<file path="src/design/jtv_pkg.sv">
package jtv_pkg;

   localparam int CORDIC_STAGES_DEF = 16;
   localparam int ATAN_ENTRIES      = 24;

   localparam int ANGLE_W = 19;
   localparam int RATE_W  = 19;
   localparam int LEN_W   = 17;
   localparam int LIN_W   = 24;
   localparam int ANG_W   = 21;
   localparam int NUM_JOINTS = 6;
   localparam int NUM_REGS   = 6;

   localparam int PHASE_W = ANGLE_W + 2;
   localparam int CW      = 32;
   localparam int TRIG_W  = 18;
   localparam int MUL_W   = 2 * TRIG_W;
   localparam int EW      = TRIG_W + 1;
   localparam int LW      = 38;
   localparam int LJ_W    = TRIG_W + LW;
   localparam int JA_W    = 19;
   localparam int PL_W    = LW + RATE_W;
   localparam int PA_W    = JA_W + RATE_W;
   localparam int ACC_L_W = PL_W + 3;
   localparam int ACC_A_W = PA_W + 3;

   localparam int CSR_ADDR_W = 5;
   localparam int CSR_DATA_W = 32;

   localparam logic signed [CW-1:0] PI_Q28          = 32'sd843314857;
   localparam logic signed [CW-1:0] TWO_PI_Q28      = 32'sd1686629713;
   localparam logic signed [CW-1:0] HALF_PI_Q28     = 32'sd421657428;
   localparam logic signed [CW-1:0] CORDIC_GAIN_Q28 = 32'sd163008219;
   localparam logic signed [JA_W-1:0] ONE_Q16       = 19'sd65536;

   localparam logic signed [LEN_W-1:0] UPPER_ARM_RESET = -17'sd15594;
   localparam logic signed [LEN_W-1:0] FOREARM_RESET   = -17'sd13632;
   localparam logic signed [LEN_W-1:0] SHOULDER_RESET  = 17'sd7670;
   localparam logic signed [LEN_W-1:0] WRIST_ONE_RESET = -17'sd605;
   localparam logic signed [LEN_W-1:0] WRIST_TWO_RESET = 17'sd5338;
   localparam logic signed [LEN_W-1:0] FLANGE_RESET    = 17'sd5274;

   typedef enum logic [2:0] {
      REG_UPPER_ARM = 3'd0,
      REG_FOREARM   = 3'd1,
      REG_SHOULDER  = 3'd2,
      REG_WRIST_ONE = 3'd3,
      REG_WRIST_TWO = 3'd4,
      REG_FLANGE    = 3'd5
   } csr_index_type;

   function automatic int cordic_iters(input int n);
      return (n > ATAN_ENTRIES) ? ATAN_ENTRIES : n;
   endfunction

   // reduce, wrap, fold, iterations, round
   function automatic int cordic_depth(input int n);
      return cordic_iters(n) + 4;
   endfunction

   function automatic logic signed [CW-1:0] atan_q28(input int i);
      case (i)
         0:  return 32'sd210828714;
         1:  return 32'sd124459457;
         2:  return 32'sd65760959;
         3:  return 32'sd33381290;
         4:  return 32'sd16755422;
         5:  return 32'sd8385879;
         6:  return 32'sd4193963;
         7:  return 32'sd2097109;
         8:  return 32'sd1048571;
         9:  return 32'sd524287;
         10: return 32'sd262144;
         11: return 32'sd131072;
         12: return 32'sd65536;
         13: return 32'sd32768;
         14: return 32'sd16384;
         15: return 32'sd8192;
         16: return 32'sd4096;
         17: return 32'sd2048;
         18: return 32'sd1024;
         19: return 32'sd512;
         20: return 32'sd256;
         21: return 32'sd128;
         22: return 32'sd64;
         23: return 32'sd32;
         default: return '0;
      endcase
   endfunction

   // product of two Q16 trig values, rounded back to Q16
   function automatic logic signed [TRIG_W-1:0] mul16(input logic signed [TRIG_W-1:0] a,
                                                      input logic signed [TRIG_W-1:0] b);
      logic signed [MUL_W-1:0] p;
      p = MUL_W'(a) * MUL_W'(b);
      p = p + MUL_W'(32768);
      p = p >>> 16;
      return p[TRIG_W-1:0];
   endfunction

   // Q16 trig times Q22 length sum, rounded back to Q22
   function automatic logic signed [LW-1:0] lmul16(input logic signed [TRIG_W-1:0] t,
                                                   input logic signed [LW-1:0] l);
      logic signed [LJ_W-1:0] p;
      p = LJ_W'(t) * LJ_W'(l);
      p = p + LJ_W'(32768);
      p = p >>> 16;
      return p[LW-1:0];
   endfunction

endpackage

</file>
<file path="src/design/jtv_cordic.sv">
module jtv_cordic import jtv_pkg::*; #(
   parameter int CORDIC_STAGES = CORDIC_STAGES_DEF
) (
   input  logic                                    clock,
   input  logic [cordic_depth(CORDIC_STAGES)-1:0]  load,
   input  logic signed [PHASE_W-1:0]               phase,
   output logic signed [TRIG_W-1:0]                sin_out,
   output logic signed [TRIG_W-1:0]                cos_out
);

   localparam int NS     = cordic_iters(CORDIC_STAGES);
   localparam int RW     = PHASE_W + 14;
   localparam int RED1_W = 33;
   localparam int RED2_W = 31;
   localparam logic [RW-1:0]     TP4 = RW'(TWO_PI_Q28) << 2;
   localparam logic [RED1_W-1:0] TP2 = RED1_W'(TWO_PI_Q28) << 1;
   localparam logic [RED1_W-1:0] TP1 = RED1_W'(TWO_PI_Q28);

   // reduction: magnitude mod 2*pi by restoring subtraction, quotient below eight
   logic signed [RW-1:0]   wide;
   logic [RW-1:0]          mag;
   logic [RED1_W-1:0]      red1_in, red1_ff, red1b;
   logic                   sign1_ff, sign2_ff;
   logic [RED2_W-1:0]      red2_in, red2_ff;
   logic signed [CW-1:0]   z0_in, z0_ff, rs;
   logic                   neg0_in, neg0_ff;

   always_comb begin
      wide = RW'(phase) <<< 14;
      mag  = phase[PHASE_W-1] ? RW'(-wide) : RW'(wide);
      red1_in = (mag >= TP4) ? RED1_W'(mag - TP4) : RED1_W'(mag);
   end

   always_ff @(posedge clock) begin
      if (load[0]) begin
         red1_ff  <= red1_in;
         sign1_ff <= phase[PHASE_W-1];
      end
   end

   always_comb begin
      red1b   = (red1_ff >= TP2) ? (red1_ff - TP2) : red1_ff;
      red2_in = (red1b >= TP1) ? RED2_W'(red1b - TP1) : RED2_W'(red1b);
   end

   always_ff @(posedge clock) begin
      if (load[1]) begin
         red2_ff  <= red2_in;
         sign2_ff <= sign1_ff;
      end
   end

   always_comb begin
      rs = sign2_ff ? -CW'({1'b0, red2_ff}) : CW'({1'b0, red2_ff});
      if (rs > PI_Q28) begin
         rs = rs - TWO_PI_Q28;
      end else if (rs < -PI_Q28) begin
         rs = rs + TWO_PI_Q28;
      end
      neg0_in = 1'b0;
      z0_in   = rs;
      if (rs > HALF_PI_Q28) begin
         z0_in   = PI_Q28 - rs;
         neg0_in = 1'b1;
      end else if (rs < -HALF_PI_Q28) begin
         z0_in   = -PI_Q28 - rs;
         neg0_in = 1'b1;
      end
   end

   always_ff @(posedge clock) begin
      if (load[2]) begin
         z0_ff   <= z0_in;
         neg0_ff <= neg0_in;
      end
   end

   logic signed [CW-1:0] x_ff [NS];
   logic signed [CW-1:0] y_ff [NS];
   logic signed [CW-1:0] z_ff [NS];
   logic                 neg_ff [NS];

   for (genvar i = 0; i < NS; i++) begin : g_iter
      logic signed [CW-1:0] xp, yp, zp, x_in, y_in, z_in;
      logic                 np;
      if (i == 0) begin : g_first
         assign xp = CORDIC_GAIN_Q28;
         assign yp = '0;
         assign zp = z0_ff;
         assign np = neg0_ff;
      end else begin : g_next
         assign xp = x_ff[i-1];
         assign yp = y_ff[i-1];
         assign zp = z_ff[i-1];
         assign np = neg_ff[i-1];
      end

      always_comb begin
         if (!zp[CW-1]) begin
            x_in = xp - (yp >>> i);
            y_in = yp + (xp >>> i);
            z_in = zp - atan_q28(i);
         end else begin
            x_in = xp + (yp >>> i);
            y_in = yp - (xp >>> i);
            z_in = zp + atan_q28(i);
         end
      end

      always_ff @(posedge clock) begin
         if (load[3+i]) begin
            x_ff[i]   <= x_in;
            y_ff[i]   <= y_in;
            z_ff[i]   <= z_in;
            neg_ff[i] <= np;
         end
      end
   end

   logic signed [CW-1:0]     xr, yr;
   logic signed [TRIG_W-1:0] sin_in, cos_in, sin_ff, cos_ff;

   always_comb begin
      xr     = (x_ff[NS-1] + CW'(2048)) >>> 12;
      yr     = (y_ff[NS-1] + CW'(2048)) >>> 12;
      sin_in = yr[TRIG_W-1:0];
      cos_in = neg_ff[NS-1] ? -xr[TRIG_W-1:0] : xr[TRIG_W-1:0];
   end

   always_ff @(posedge clock) begin
      if (load[NS+3]) begin
         sin_ff <= sin_in;
         cos_ff <= cos_in;
      end
   end

   assign sin_out = sin_ff;
   assign cos_out = cos_ff;

endmodule

</file>
<file path="config.mk">
export PLATFORM = sky130hd
export DESIGN_NAME = jtv_cordic
export DESIGN_NICKNAME = d
export VERILOG_FILES = /design/src/design/jtv_pkg.sv /design/src/design/jtv_cordic.sv
export SDC_FILE = /design/constraint.sdc
export NUM_CORES = 2
export LEC_CHECK = 0
export BUFFER_PORTS_ARGS = -buffer_cell sky130_fd_sc_hd__buf_4
export CAP_MARGIN = 40
export CORE_MARGIN = 5
export CORE_UTILIZATION = 32
export DETAILED_ROUTE_END_ITERATION = 10
export GPL_TIMING_DRIVEN = 0
export PLACE_DENSITY = 0.58
export SYNTH_ARGS = -nofsm -noshare
export SYNTH_HDL_FRONTEND = slang
export SYNTH_SLANG_ARGS = --single-unit
export TNS_END_PERCENT = 5
</file>
<file path="constraint.sdc">
create_clock -name clock -period 18.48 [get_ports clock]
set_clock_uncertainty 0.15 [all_clocks]
set_input_delay 0.924 -clock clock [delete_from_list [all_inputs] [get_ports clock]]
set_output_delay 0.924 -clock clock [all_outputs]
set_load 0.03 [all_outputs]
</file>
==> summary.md <==
| Metric | Value |
|---|---|
| Initial drt markers | 5322 |
| Most common cell in the synthesized netlist | edfxtp_1 |
| First-pass GRT wire length | 466000 um |
| DRT Pass-1 Iters | 8 |
| Critical path endpoint category | register |
| Synth Flop Type | edfxtp_1 |
| Crit Path Class | register to register |
| Port bufs | 75 |
| Synthesis-to-finish area growth | 11.3% |
| Via count | 90563 |
| Final worst setup slack | ~11 ns |
| Syn_area_per_cell | 9.65 um2 |
| Worst setup SP type | register |
| Final Hold Vio Count | 0 |
| CTS Buf Count | 179 |
| Final setup vio count | 0 |
| Drt wl/cell | 16.4 um |
| CTS root buf | clkbuf_16 |
| Slowest cell on the critical path | edfxtp_1 |
| Postcts setup bufs | 0 |
| Cell Chain, Critical Path | clkbuf_1 > clkbuf_1 > clkbuf_1 > mux2i_1 > ha_1 > nor2b_1 > o21a_1 > o21ai_0 > a211oi_1 > o21ai_0 > a211oi_1 > a41oi_1 > a211oi_1 > nor3_1 > nor3_1 > a2111oi_0 > nor3_1 > a2111oi_0 > a21oi_1 > xnor2_1 |
| GRT overflow | 0 |
| IO Count | 78 |
| Layout cell share with drive strength beyond 1 | roughly 4.8% |
| Fmax achieved | 0.131 GHz |
| Worst Max-Slew Pin Slew | 0.997 ns |
| Data arrival, critical path | 8.05 ns |
| Clock sinks | 1450 |
| Vias per Instance | 5.11 |
| FP Rows | 223 |
| CTS tree | built |
| Initial core utilization | 32.2% |
| Synth cell count leaders | edfxtp_1, ha_1, xnor2_1 |
| Final #Nets | 13997 |
| Asr flop ratio synth | 0% |
| Register area share after synthesis | 36.6% |
| Status | finished, final reports clean |
| Clock Pin Slew Worst Setup and Hold Paths | around 0.060 ns |
| Crit share post-route | 41.2% |
| Post-synth top area share | 36.6% |
| CP max FO | 18 |
| Largest cells by area after synthesis | edfxtp_1, ha_1, xnor2_1, a21oi_1, xor2_1 |
| Post-CTS Resized | 0 |
| Final setup TNS | 0 ns |
| Type of the most critical hold path | input port to register |
| Minimum clock period after layout | around 7.6 ns |
| Post-synth EDFFs | 1450 |
| Synthesized area | 119000 um2 |
| Max Transition Viols Final | 0 |
| Die height | 620 um |
| Post-Synthesis Cells | approximately 12000 |
| Vias in the first global route | between 80000 and 90000 |
| Post-route ant nets | 0 |
| Relative slew slack | 32.7% |
| Largest net degree at the start of global routing | between 70 and 80 |
| Area of the core | approximately 370000 um2 |
| Reg2Reg Setup Slack | 10.87 ns |
| Max Cap Viol | 0 |
| Final WL | 291000 um |
| GRT Overall Usage | between 10 and 15% |
| Die ar. | 384000 um2 |
| Hold-fix buffers, CTS | 0 |
| H-Tree Depth | 4 |
| Dpl hpwl | 233000 um |
| Gpl congestion | 0.886 |
| Worst Path Required | 18.92 ns |
| Yosys cell types | 94 |
| Drt drc | 0 |
| Die W | 620 um |
| Initial antenna violation count | 8 |
| Clock Tree Buf Depth | 4 |
| Worst-Skew Late Latency | 0.85 ns |
| Cell taking the most area after synthesis | edfxtp_1 |
| Crit-path max cell delay | 0.85 ns |
| Synth warnings | 0 |
| RSZ-0062 raised after global routing | no |
| FF+latch count, synth | 1450 |
| Dpl ws | 10.70 ns |
cells in the final DEF (no fill, tap or decap), types with 76 or more instances in the layout:
cell and instances:
nand2_1 615, a211oi_1 134, o21a_1 133, a31oi_1 91, and2_1 112, a21o_1 258, clkbuf_1 170, o21bai_1 125
xor2_1 589, a21oi_1 1118, and3_1 139, buf_4 76, nor2_1 1208, nand3_1 327, or3_1 176, clkbuf_16 183
ha_1 1284, nor4_1 95, nand2b_1 138, or2_2 98, edfxtp_1 1450, xnor2_1 1247, o21ai_0 443, nor3_1 581
inv_1 515, nor2b_1 172
area by class of cell:
cell class / count / area [um2]
Inverter: 520 / 1950
Buffer: 191 / 741
Antenna cell: 2 / 5.00
Tap cell: 4950 / 6190
Clock buffer: 212 / 4690
Multi-Input combinational cell: 10171 / 72700
Timing Repair Buffer: 115 / 1450
Sequential cell: 1450 / 43500
Fill cell: 37165 / 237000
Clock inverter: 99 / 1030
per-stage QoR:
| step | std cells | area [um2] | utilization, % | hold slack, ns |
|---|---|---|---|---|
| after floorplan | 12332 | 119000 | - | 0.250 |
| after global placement | 17357 | 126000 | 34.0 | 0.252 |
| after detailed placement | 17397 | 127000 | 34.2 | 0.255 |
| after CTS | 17708 | 132000 | 35.8 | 0.0449 |
| after global routing | 17710 | 132000 | 35.8 | 0.0567 |
| final | 17710 | 132000 | 35.8 | 0.121 |
worst paths after layout:
kind,cells past startpoint,from,endpoint
worst max register to register,20,z_ff[0][191],y_ff[0][223]
worst min register to register,0,z_ff[0][96],z_ff[0][128]
worst min-delay path,1,phase[20],sign1_ff
worst max-delay path,20,z_ff[0][191],y_ff[0][223]
cell families after synthesis:
logic type	after synthesis	synth area share (%)
and+or+nand+nor	3874	15.9
xor gates and xnor gates	1837	13.5
AOI/OAI and AO/OA	3009	16.4
muxes	117	1.04
buffers and inverters	711	2.26
DFF	1450	36.6
adders and majority gates	1327	14.2
other	2	0.00632
sequential cells by signal, summed over array words and instances, names as in the netlist, named ones only:
name       count
x_ff         467
y_ff         468
g_iter.np      1
cos_out       18
g_iter.zp     32
sin_out       18
red1_ff       20
z_ff         379
sign1_ff       1
sign2_ff       1
neg_ff        16
red2_ff       28
critical path: cells and delay by family, from the launching register on:
| kind | cells | cell delay (ns) |
|---|---|---|
| xor gates and xnor gates | 1 | 0.16 |
| muxes | 1 | 0.40 |
| adders and majority gates | 1 | 0.30 |
| and+or+nand+nor | 4 | 0.69 |
| AOI/OAI and AO/OA | 10 | 3.29 |
| buffers and inverters | 3 | 1.52 |
| DFF | 1 | 0.85 |
metal layers:
layer  global-route usage, %  up-vias  part of all wire, %
met4                    3.73        2                  2.6
li1                        -    46422                    -
met5                       0        -               0.0038
met3                    1.70      407                  3.6
met2                    25.7     1484                   48
met1                    19.2    42248                   46
Power is not shown: default switching activity piles up to over one toggle a cycle in this logic, so the estimate is an artifact.
